<file path="config.mk">
export PLATFORM = sky130hd
export DESIGN_NAME = adsr_envelope_generator_flat
export DESIGN_NICKNAME = d
export VERILOG_FILES = /design/src/rtl/aeg_pkg.sv /design/src/rtl/aeg_req_if.sv /design/src/rtl/aeg_rsp_if.sv /design/src/rtl/adsr_envelope_generator.sv /design/src/rtl/aeg_csr.sv /design/src/rtl/aeg_envelope.sv /design/src/flat_wrapper.sv
export SDC_FILE = /design/constraint.sdc
export NUM_CORES = 2
export LEC_CHECK = 0
export ABC_CLOCK_PERIOD_IN_PS = 11450
export BUFFER_PORTS_ARGS = -buffer_cell sky130_fd_sc_hd__buf_2
export CAP_MARGIN = 20
export CORE_AREA = 2 2 303 305
export DETAILED_ROUTE_END_ITERATION = 8
export DIE_AREA = 0 0 305 307
export HOLD_SLACK_MARGIN = 0.06
export PLACE_DENSITY = 0.56
export SLEW_MARGIN = 10
export SYNTH_ARGS = -nofsm -noshare
export SYNTH_HDL_FRONTEND = slang
export SYNTH_SLANG_ARGS = --single-unit
</file>
<file path="constraint.sdc">
create_clock -name clock -period 11.45 [get_ports clock]
set_clock_uncertainty 0.1 [all_clocks]
set_input_delay 3.435 -clock clock [delete_from_list [all_inputs] [get_ports clock]]
set_output_delay 3.435 -clock clock [all_outputs]
set_load 0.02 [all_outputs]
</file>
<file path="src/rtl/aeg_pkg.sv">
// ----------------------------------------------------------------------------
// aeg_pkg
// Shared types and constants for the linear ADSR envelope generator.
// ----------------------------------------------------------------------------
package aeg_pkg;

   localparam int unsigned SAMPLE_W = 24;
   localparam int unsigned LEVEL_W  = 25;
   localparam int unsigned THRESH_W = 23;
   localparam int unsigned STAGE_W  = 3;
   localparam int unsigned ADDR_W   = 5;
   localparam int unsigned DATA_W   = 32;

   // 1.0 in Q1.24
   localparam logic [LEVEL_W-1:0] LEVEL_ONE = 25'h100_0000;

   // register indexes (byte address = 4 * index)
   localparam logic [2:0] REG_GATE_THRESHOLD = 3'd0;
   localparam logic [2:0] REG_ATTACK_STEP    = 3'd1;
   localparam logic [2:0] REG_DECAY_STEP     = 3'd2;
   localparam logic [2:0] REG_SUSTAIN_LEVEL  = 3'd3;
   localparam logic [2:0] REG_RELEASE_STEP   = 3'd4;

   // reset values
   localparam logic [THRESH_W-1:0] RST_GATE_THRESHOLD = 23'd8389;
   localparam logic [LEVEL_W-1:0]  RST_ATTACK_STEP    = 25'd38044;
   localparam logic [LEVEL_W-1:0]  RST_DECAY_STEP     = 25'd1141;
   localparam logic [LEVEL_W-1:0]  RST_SUSTAIN_LEVEL  = 25'd11744051;
   localparam logic [LEVEL_W-1:0]  RST_RELEASE_STEP   = 25'd761;

   typedef enum logic [STAGE_W-1:0] {
      ST_IDLE    = 3'd0,
      ST_ATTACK  = 3'd1,
      ST_DECAY   = 3'd2,
      ST_SUSTAIN = 3'd3,
      ST_RELEASE = 3'd4
   } stage_type;

   typedef struct packed {
      logic [THRESH_W-1:0] gate_threshold;
      logic [LEVEL_W-1:0]  attack_step;
      logic [LEVEL_W-1:0]  decay_step;
      logic [LEVEL_W-1:0]  sustain_level;
      logic [LEVEL_W-1:0]  release_step;
   } cfg_type;

   typedef struct packed {
      stage_type          stage;
      logic [LEVEL_W-1:0] level;
   } env_type;

endpackage

</file>
<file path="src/rtl/aeg_req_if.sv">
// ----------------------------------------------------------------------------
// aeg_req_if
// Sample input channel: valid/ready handshake with one signed Q1.23 sample.
// ----------------------------------------------------------------------------
interface aeg_req_if
   import aeg_pkg::*;
();
   logic                       valid;
   logic                       ready;
   logic signed [SAMPLE_W-1:0] in_sample;

   modport source (output valid, output in_sample, input ready);
   modport sink   (input valid, input in_sample, output ready);
endinterface

</file>
<file path="src/rtl/aeg_rsp_if.sv">
// ----------------------------------------------------------------------------
// aeg_rsp_if
// Result channel: scaled sample, envelope level and stage.
// ----------------------------------------------------------------------------
interface aeg_rsp_if
   import aeg_pkg::*;
();
   logic                       valid;
   logic                       ready;
   logic signed [SAMPLE_W-1:0] out_sample;
   logic [LEVEL_W-1:0]         env_level;
   logic [STAGE_W-1:0]         env_stage;

   modport source (output valid, output out_sample, output env_level, output env_stage,
                   input ready);
   modport sink   (input valid, input out_sample, input env_level, input env_stage,
                   output ready);
endinterface

</file>
<file path="src/rtl/adsr_envelope_generator.sv">
// ----------------------------------------------------------------------------
// adsr_envelope_generator
// Linear ADSR envelope applied to a sample stream, gate taken from the sample.
// ----------------------------------------------------------------------------
// One sample is accepted every clock cycle while results are taken, and one
// result leaves per sample, in order. The envelope state is updated at the
// sample's transfer edge (gate compare, stage change, one level add or
// subtract with clamp); in the next cycle the sample is scaled by the new
// level in a 24 x 25 bit multiplier into the output register. Stalls on the
// result side back up through the two stages, and a new sample is taken
// in the same cycle that a waiting result is transferred. The user must
// write settings through the APB port only while no sample is in flight;
// the block itself does not enforce this. Step registers captured at a
// stage change keep their value until the next change.
// ----------------------------------------------------------------------------
module adsr_envelope_generator
   import aeg_pkg::*;
(
   input  logic              clock,
   input  logic              reset,
   aeg_req_if.sink           req_chan,
   aeg_rsp_if.source         rsp_chan,
   input  logic              csr_psel,
   input  logic              csr_penable,
   input  logic              csr_pwrite,
   input  logic [ADDR_W-1:0] csr_paddr,
   input  logic [DATA_W-1:0] csr_pwdata,
   output logic [DATA_W-1:0] csr_prdata,
   output logic              csr_pready
);

   cfg_type cfg;
   env_type env;

   // pipeline control
   logic mid_v_ff,  mid_v_in;
   logic out_v_ff,  out_v_in;
   logic out_free;          // output register can take new data
   logic mid_free;          // middle stage can take a new sample
   logic req_xfer;
   logic mid_move;

   // payload registers
   logic signed [SAMPLE_W-1:0] sample_ff;
   logic signed [SAMPLE_W-1:0] out_sample_ff, out_sample_in;
   logic [LEVEL_W-1:0]         env_level_ff;
   stage_type                  env_stage_ff;

   logic signed [SAMPLE_W+LEVEL_W:0] product;

   aeg_csr u_csr (
      .clock       (clock),
      .reset       (reset),
      .csr_psel    (csr_psel),
      .csr_penable (csr_penable),
      .csr_pwrite  (csr_pwrite),
      .csr_paddr   (csr_paddr),
      .csr_pwdata  (csr_pwdata),
      .csr_prdata  (csr_prdata),
      .csr_pready  (csr_pready),
      .cfg         (cfg)
   );

   // envelope state advances on every sample transfer
   aeg_envelope u_env (
      .clock     (clock),
      .reset     (reset),
      .update    (req_xfer),
      .in_sample (req_chan.in_sample),
      .cfg       (cfg),
      .env       (env)
   );

   assign out_free = !out_v_ff || rsp_chan.ready;
   assign mid_move = mid_v_ff && out_free;
   assign mid_free = !mid_v_ff || out_free;
   assign req_chan.ready = mid_free;
   assign req_xfer = req_chan.valid && mid_free;

   assign mid_v_in = req_xfer || (mid_v_ff && !out_free);
   assign out_v_in = mid_move || (out_v_ff && !rsp_chan.ready);

   always_ff @(posedge clock) begin
      if (reset) begin
         mid_v_ff <= 1'b0;
         out_v_ff <= 1'b0;
      end else begin
         mid_v_ff <= mid_v_in;
         out_v_ff <= out_v_in;
      end
   end

   // sample held next to the envelope state it produced
   always_ff @(posedge clock) begin
      if (req_xfer) begin
         sample_ff <= req_chan.in_sample;
      end
   end

   // floor(sample * level / 2^24): arithmetic shift of the full product
   assign product       = sample_ff * $signed({1'b0, env.level});
   assign out_sample_in = product[SAMPLE_W+LEVEL_W-2:LEVEL_W-1];

   always_ff @(posedge clock) begin
      if (mid_move) begin
         out_sample_ff <= out_sample_in;
         env_level_ff  <= env.level;
         env_stage_ff  <= env.stage;
      end
   end

   assign rsp_chan.valid      = out_v_ff;
   assign rsp_chan.out_sample = out_sample_ff;
   assign rsp_chan.env_level  = env_level_ff;
   assign rsp_chan.env_stage  = env_stage_ff;

   a_stall_full: assert property (@(posedge clock) disable iff (reset)
      !req_chan.ready |-> mid_v_ff && out_v_ff && !rsp_chan.ready)
      else $error("input stalled with a free stage");

   a_xfer_lands: assert property (@(posedge clock) disable iff (reset)
      req_xfer |=> mid_v_ff)
      else $error("accepted sample lost in middle stage");

   a_out_source: assert property (@(posedge clock) disable iff (reset)
      $rose(out_v_ff) |-> $past(mid_v_ff))
      else $error("result appeared without a sample in flight");

endmodule

</file>
<file path="src/rtl/aeg_csr.sv">
// ----------------------------------------------------------------------------
// aeg_csr
// APB-style register file holding threshold, step and sustain settings.
// ----------------------------------------------------------------------------
module aeg_csr
   import aeg_pkg::*;
(
   input  logic              clock,
   input  logic              reset,
   input  logic              csr_psel,
   input  logic              csr_penable,
   input  logic              csr_pwrite,
   input  logic [ADDR_W-1:0] csr_paddr,
   input  logic [DATA_W-1:0] csr_pwdata,
   output logic [DATA_W-1:0] csr_prdata,
   output logic              csr_pready,
   output cfg_type           cfg
);

   cfg_type    cfg_ff;
   cfg_type    cfg_in;
   logic       wr_en;
   logic [2:0] reg_idx;

   assign csr_pready = 1'b1;
   assign wr_en      = csr_psel && csr_penable && csr_pwrite;
   assign reg_idx    = csr_paddr[4:2];

   always_comb begin
      cfg_in = cfg_ff;
      if (wr_en) begin
         unique case (reg_idx)
            REG_GATE_THRESHOLD: cfg_in.gate_threshold = csr_pwdata[THRESH_W-1:0];
            REG_ATTACK_STEP:    cfg_in.attack_step    = csr_pwdata[LEVEL_W-1:0];
            REG_DECAY_STEP:     cfg_in.decay_step     = csr_pwdata[LEVEL_W-1:0];
            REG_SUSTAIN_LEVEL:  cfg_in.sustain_level  = csr_pwdata[LEVEL_W-1:0];
            REG_RELEASE_STEP:   cfg_in.release_step   = csr_pwdata[LEVEL_W-1:0];
            default:            cfg_in = cfg_ff;
         endcase
      end
   end

   always_ff @(posedge clock) begin
      if (reset) begin
         cfg_ff.gate_threshold <= RST_GATE_THRESHOLD;
         cfg_ff.attack_step    <= RST_ATTACK_STEP;
         cfg_ff.decay_step     <= RST_DECAY_STEP;
         cfg_ff.sustain_level  <= RST_SUSTAIN_LEVEL;
         cfg_ff.release_step   <= RST_RELEASE_STEP;
      end else begin
         cfg_ff <= cfg_in;
      end
   end

   always_comb begin
      unique case (reg_idx)
         REG_GATE_THRESHOLD: csr_prdata = {{(DATA_W-THRESH_W){1'b0}}, cfg_ff.gate_threshold};
         REG_ATTACK_STEP:    csr_prdata = {{(DATA_W-LEVEL_W){1'b0}}, cfg_ff.attack_step};
         REG_DECAY_STEP:     csr_prdata = {{(DATA_W-LEVEL_W){1'b0}}, cfg_ff.decay_step};
         REG_SUSTAIN_LEVEL:  csr_prdata = {{(DATA_W-LEVEL_W){1'b0}}, cfg_ff.sustain_level};
         REG_RELEASE_STEP:   csr_prdata = {{(DATA_W-LEVEL_W){1'b0}}, cfg_ff.release_step};
         default:            csr_prdata = '0;
      endcase
   end

   assign cfg = cfg_ff;

endmodule

</file>
<file path="src/rtl/aeg_envelope.sv">
// ----------------------------------------------------------------------------
// aeg_envelope
// Envelope state (stage, level, active step) and its per-sample update.
// ----------------------------------------------------------------------------
module aeg_envelope
   import aeg_pkg::*;
(
   input  logic                       clock,
   input  logic                       reset,
   input  logic                       update,
   input  logic signed [SAMPLE_W-1:0] in_sample,
   input  cfg_type                    cfg,
   output env_type                    env
);

   stage_type          stage_ff, stage_in;
   logic [LEVEL_W-1:0] level_ff, level_in;
   logic [LEVEL_W-1:0] step_ff,  step_in;

   logic                    gate;
   logic [LEVEL_W-1:0]      sus_clamped;
   stage_type               stage_trig;
   logic [LEVEL_W-1:0]      level_trig;
   logic [LEVEL_W-1:0]      step_trig;
   logic [LEVEL_W:0]        sum;
   logic signed [LEVEL_W+1:0] diff;

   // sample is compared as signed against a non-negative threshold
   assign gate = in_sample > $signed({1'b0, cfg.gate_threshold});
   assign sus_clamped = (cfg.sustain_level > LEVEL_ONE) ? LEVEL_ONE : cfg.sustain_level;

   // next state
   always_comb begin
      stage_trig = stage_ff;
      level_trig = level_ff;
      step_trig  = step_ff;
      if (gate && stage_ff == ST_IDLE) begin
         stage_trig = ST_ATTACK;
         level_trig = '0;
         step_trig  = cfg.attack_step;
      end else if (!gate && stage_ff != ST_IDLE && stage_ff != ST_RELEASE) begin
         stage_trig = ST_RELEASE;
         step_trig  = cfg.release_step;
      end

      sum  = {1'b0, level_trig} + {1'b0, step_trig};
      diff = $signed({2'b00, level_trig}) - $signed({2'b00, step_trig});

      stage_in = stage_trig;
      level_in = level_trig;
      step_in  = step_trig;
      unique case (stage_trig)
         ST_ATTACK: begin
            if (sum >= {1'b0, LEVEL_ONE}) begin
               level_in = LEVEL_ONE;
               stage_in = ST_DECAY;
               step_in  = cfg.decay_step;
            end else begin
               level_in = sum[LEVEL_W-1:0];
            end
         end
         ST_DECAY: begin
            if (diff <= $signed({2'b00, sus_clamped})) begin
               level_in = sus_clamped;
               stage_in = ST_SUSTAIN;
            end else begin
               level_in = diff[LEVEL_W-1:0];
            end
         end
         ST_SUSTAIN: level_in = sus_clamped;
         ST_RELEASE: begin
            if (diff <= 0) begin
               level_in = '0;
               stage_in = ST_IDLE;
            end else begin
               level_in = diff[LEVEL_W-1:0];
            end
         end
         default: begin
            level_in = '0;
            stage_in = ST_IDLE;
         end
      endcase
   end

   always_ff @(posedge clock) begin
      if (reset) begin
         stage_ff <= ST_IDLE;
         level_ff <= '0;
         step_ff  <= '0;
      end else if (update) begin
         stage_ff <= stage_in;
         level_ff <= level_in;
         step_ff  <= step_in;
      end
   end

   // outputs
   always_comb begin
      env.stage = stage_ff;
      env.level = level_ff;
   end

   a_level_range: assert property (@(posedge clock) disable iff (reset)
      level_ff <= LEVEL_ONE)
      else $error("envelope level above 1.0");

   a_idle_zero: assert property (@(posedge clock) disable iff (reset)
      stage_ff == ST_IDLE |-> level_ff == '0)
      else $error("idle stage with nonzero level");

   a_sustain_exit: assert property (@(posedge clock) disable iff (reset)
      $past(stage_ff) == ST_SUSTAIN |-> stage_ff != ST_ATTACK && stage_ff != ST_DECAY)
      else $error("sustain went back to attack or decay");

endmodule

</file>
<file path="src/flat_wrapper.sv">
// flat-port wrapper written by rule: the top's interface ports become plain ports
module adsr_envelope_generator_flat import aeg_pkg::*;
  (clock, reset, csr_psel, csr_penable, csr_pwrite, csr_paddr, csr_pwdata, csr_prdata, csr_pready, req_chan_valid, req_chan_in_sample, req_chan_ready, rsp_chan_valid, rsp_chan_out_sample, rsp_chan_env_level, rsp_chan_env_stage, rsp_chan_ready);
  aeg_req_if req_chan_i ();
  aeg_rsp_if rsp_chan_i ();
  input  logic clock;
  input  logic reset;
  input  logic csr_psel;
  input  logic csr_penable;
  input  logic csr_pwrite;
  input  logic [ADDR_W-1:0] csr_paddr;
  input  logic [DATA_W-1:0] csr_pwdata;
  output logic [DATA_W-1:0] csr_prdata;
  output logic csr_pready;
  input wire logic [$bits(req_chan_i.valid)-1:0] req_chan_valid;
  input wire logic [$bits(req_chan_i.in_sample)-1:0] req_chan_in_sample;
  output wire logic [$bits(req_chan_i.ready)-1:0] req_chan_ready;
  output wire logic [$bits(rsp_chan_i.valid)-1:0] rsp_chan_valid;
  output wire logic [$bits(rsp_chan_i.out_sample)-1:0] rsp_chan_out_sample;
  output wire logic [$bits(rsp_chan_i.env_level)-1:0] rsp_chan_env_level;
  output wire logic [$bits(rsp_chan_i.env_stage)-1:0] rsp_chan_env_stage;
  input wire logic [$bits(rsp_chan_i.ready)-1:0] rsp_chan_ready;
  assign req_chan_i.valid = req_chan_valid;
  assign req_chan_i.in_sample = req_chan_in_sample;
  assign req_chan_ready = req_chan_i.ready;
  assign rsp_chan_valid = rsp_chan_i.valid;
  assign rsp_chan_out_sample = rsp_chan_i.out_sample;
  assign rsp_chan_env_level = rsp_chan_i.env_level;
  assign rsp_chan_env_stage = rsp_chan_i.env_stage;
  assign rsp_chan_i.ready = rsp_chan_ready;
  adsr_envelope_generator u_core (.clock(clock), .reset(reset), .req_chan(req_chan_i), .rsp_chan(rsp_chan_i), .csr_psel(csr_psel), .csr_penable(csr_penable), .csr_pwrite(csr_pwrite), .csr_paddr(csr_paddr), .csr_pwdata(csr_pwdata), .csr_prdata(csr_prdata), .csr_pready(csr_pready));
endmodule
</file>
==> impl_metrics.csv <==
group,metric,value,unit
clocking,clk_pin_slew,0.06,ns
synthesis,synth_most_common_cell,"nand2_1",
global_routing,grt_pass1_vias,27333,
synthesis,yosys_most_used_dff,"dfxtp_1",
route,via_per_inst,5.17,
route,drc,0,
floorplan,die_h,307,µm
placed_design,place_hpwl,76900,µm
clocking,clockBufferDepth,3,
placed_design,gp_congestion,0.866,
cells_and_area,finish.net_count,4723,
cells_and_area,drive_gt1_frac,0.0909,
synthesis,synth-edff-count,76,
run,maxCapViolCount,0,
route,wire_per_inst,20.0,µm
global_routing,grt_usage,0.222,
hold_path,worstHoldStart,"u_core.u_csr.cfg[93]$_SDFFE_PP0P_",
clocking,htreeDepth,2,
sta,hold_viol_final,0,
route,first_iter_violations,1524,
critical_path,critPathRequiredTime,11.79,ns
global_routing,grt_pass1_wl,160000,µm
synthesis,ys_ff_latch,254,
cells_and_area,stdcell_count,5081,
hold_path,min_path_type,"flip-flop to flip-flop",
placed_design,port_buffers,137,
clocking,root_buffer,"clkbuf_16",
critical_path,crit_arrival,10.81,ns
global_routing,grt_antenna_before_repair,3,
synthesis,synth.area.top_cells,"fa_1 30%, dfxtp_1 11%, ha_1 11%, nand2_1 8.4%, edfxtp_1 6.9%",
status,status,"finished clean",
route,routed_wl,102000,µm
clocking,clock_sinks,254,
floorplan,ios,155,
sta,tns,0,ns
synthesis,syn_avg_cell_area,8.79,µm²
global_routing,overflow,0,
sta,max_freq,0.0955,GHz
critical_path,critPathSlowestCell,"a2111oi_2",
sta,rsz0062_at_grt,"false",
sta,fin_crit_sh,0.915,
clocking,cts_tree,"built",
floorplan,coreArea,0.0907,mm²
critical_path,cp_max_fo,45,
floorplan,row_count,111,
critical_path,worstSetupPathType,"primary input to flip-flop",
power,powerDensity,74.4,mW/mm²
clocking,worstSkewPairLatency,0.58,ns
synthesis,ys_warn_count,0,
floorplan,dieArea,0.0936,mm²
critical_path,cp-start-kind,"primary input",
sta,fin_crit,10.47,ns
synthesis,synthArstFlopShare,0,
clocking,post_cts_buffers,0,
synthesis,yosys.area.top_type_share,0.304,
sta,finalSetupViolCount,0,
global_routing,grt_max_degree,81,
floorplan,start_util,0.367,
sta,tightestPinTransition,1.16,ns
floorplan,die_x,305,µm
critical_path,r2r_slack,3.16,ns
synthesis,yosysSeqAreaShare,0.176,
critical_path,path_common_cell,"ha_1",
cells_and_area,synthToLayoutAreaGrowth,10.7,%
sta,max_slew_margin,0.229,
synthesis,ys_top_cells_by_count,"749 x nand2_1, 592 x inv_1, 505 x fa_1",
clocking,numCtsBuffers,35,
critical_path,r2r_start,"u_core.sample_ff[10]$_DFFE_PP_",
critical_path,cp-startpoint,"req_chan_in_sample[17]",
clocking,hold_buffers,0,
synthesis,synth_cell_type_count,87,
route,first_pass_iters,6,
power,leakagePower,16.8,nW
route,via_count,26269,
sta,maxSlewViolCount,0,
synthesis,synth_area,0.0333,mm²
synthesis,yosysTopAreaCell,"fa_1",
placed_design,dpl.cell_count,5014,
critical_path,max_stage_delay,0.53,ns
route,ant_nets,0,
synthesis,syn_inst,3784,
clocking,cts_resized,0,
power,max-vdd-ir-drop,0.108,mV
critical_path,crit_path_end_kind,"flip-flop",
[registers in the layout, indices dropped and copies added (netlist names)]
| name | count |
|---|---|
| u_core.u_csr.cfg | 123 |
| u_core.mid_v_ff | 1 |
| u_core.sample_ff | 24 |
| u_core.rsp_chan.valid | 1 |
| u_core.u_env.level_ff | 25 |
| u_core.u_env.stage_ff | 3 |
| u_core.rsp_chan.env_level | 25 |
| u_core.rsp_chan.out_sample | 24 |
| u_core.rsp_chan.env_stage | 3 |
| u_core.u_env.step_ff | 25 |
[report_power, final]
group / total, W / switching, W / leakage, nW / internal [W]
sequential: 0.000982 / 0.0000242 / 2.18 / 0.000957
combinational: 0.000602 / 0.000379 / 14.0 / 0.000224
clock: 0.00116 / 0.000474 / 0.586 / 0.000681
[worst max-delay path, delay by kind of cell]
| family | cells | cell delay [ns] |
|---|---|---|
| adder cells (fa/ha/maj) | 4 | 1.38 |
| AND/OR/NAND/NOR | 5 | 0.98 |
| buffers and inverters | 5 | 0.75 |
| AO/OA/AOI/OAI | 15 | 4.22 |
[layout make-up]
class	instances	area, µm²
fill	9171	53900
multi-input combinational	2716	24400
sequential	254	5850
inverter	594	2230
timing repair buffer	266	1730
tap	1186	1480
clock buffer	44	940
clock inverter	20	244
antenna	1	2.50
[stage by stage]
step	instance area [µm²]	hold slack, ns	utilization	setup WS [ns]	power [W]
after detailed placement	35600	0.361	0.392	0.418	0.00160
after floorplan	33300	0.306	-	1.31	0.00138
after global placement	35600	0.357	0.392	0.490	0.00160
after CTS	36800	0.369	0.405	1.02	0.00277
final	36800	0.368	0.406	0.978	0.00274
after global routing	36800	0.392	0.406	0.477	0.00287
[cell families (layout without fill, tap and decap cells)]
group	Yosys count	count (layout)	share of synthesized area
AND/OR/NAND/NOR	1289	1289	0.182
buffers and inverters	820	924	0.0947
adder cells (fa/ha/maj)	789	789	0.410
AO/OA/AOI/OAI	493	493	0.0981
flip-flops	254	254	0.176
multiplexers	76	76	0.0229
XOR/XNOR	61	61	0.0161
other	2	9	0.000226
[final timing paths]
| path | endpoint | cells after the start |
|---|---|---|
| min reg2reg | u_core.u_csr.cfg[93]$_SDFFE_PP0P_ | 2 |
| max | u_core.u_env.level_ff[22]$_SDFFE_PP0P_ | 29 |
| min | u_core.u_csr.cfg[93]$_SDFFE_PP0P_ | 2 |
| max reg2reg | u_core.rsp_chan.out_sample[16]$_DFFE_PP_ | 25 |
[routing by layer]
layer  part of all wire  routed length (µm)  GRT usage
met1               0.43               44000      0.286
met2               0.48               48400      0.377
met3              0.051                5160     0.0283
met4              0.042                4250     0.0876
met5            0.00013                  13          0
[layout by cell type (no fill, tap or decap), types with 6 or more instances in the layout]
cell type	synthesis	layout
nand2_1	749	749
inv_1	592	592
fa_1	505	505
ha_1	283	283
and2_1	201	201
dfxtp_1	178	177
a21oi_1	161	161
buf_2	8	136
buf_4	11	125
o21ai_0	103	103
edfxtp_1	76	76
mux2i_1	75	75
nor2_1	76	74
nor2b_1	55	52
nand2b_1	47	47
xnor2_1	46	46
a221o_1	44	44
nand3b_1	39	39
clkbuf_16	0	36
a211oi_1	34	34
a21o_1	29	29
nand3_1	24	24
nor3_1	22	19
nand4_1	16	16
xor2_1	15	15
nor4_1	13	13
o21bai_1	12	12
and3_1	10	10
or3_1	10	10
a31oi_1	9	9
o31a_1	9	9
a221oi_1	8	8
a211o_1	8	8
o211ai_1	8	8
conb_1	2	8
clkinv_2	0	8
nor3b_1	7	7
o31ai_1	6	6
o21a_1	6	6
clkbuf_1	202	6
No activity file was read; power rests on OpenSTA's default activity.
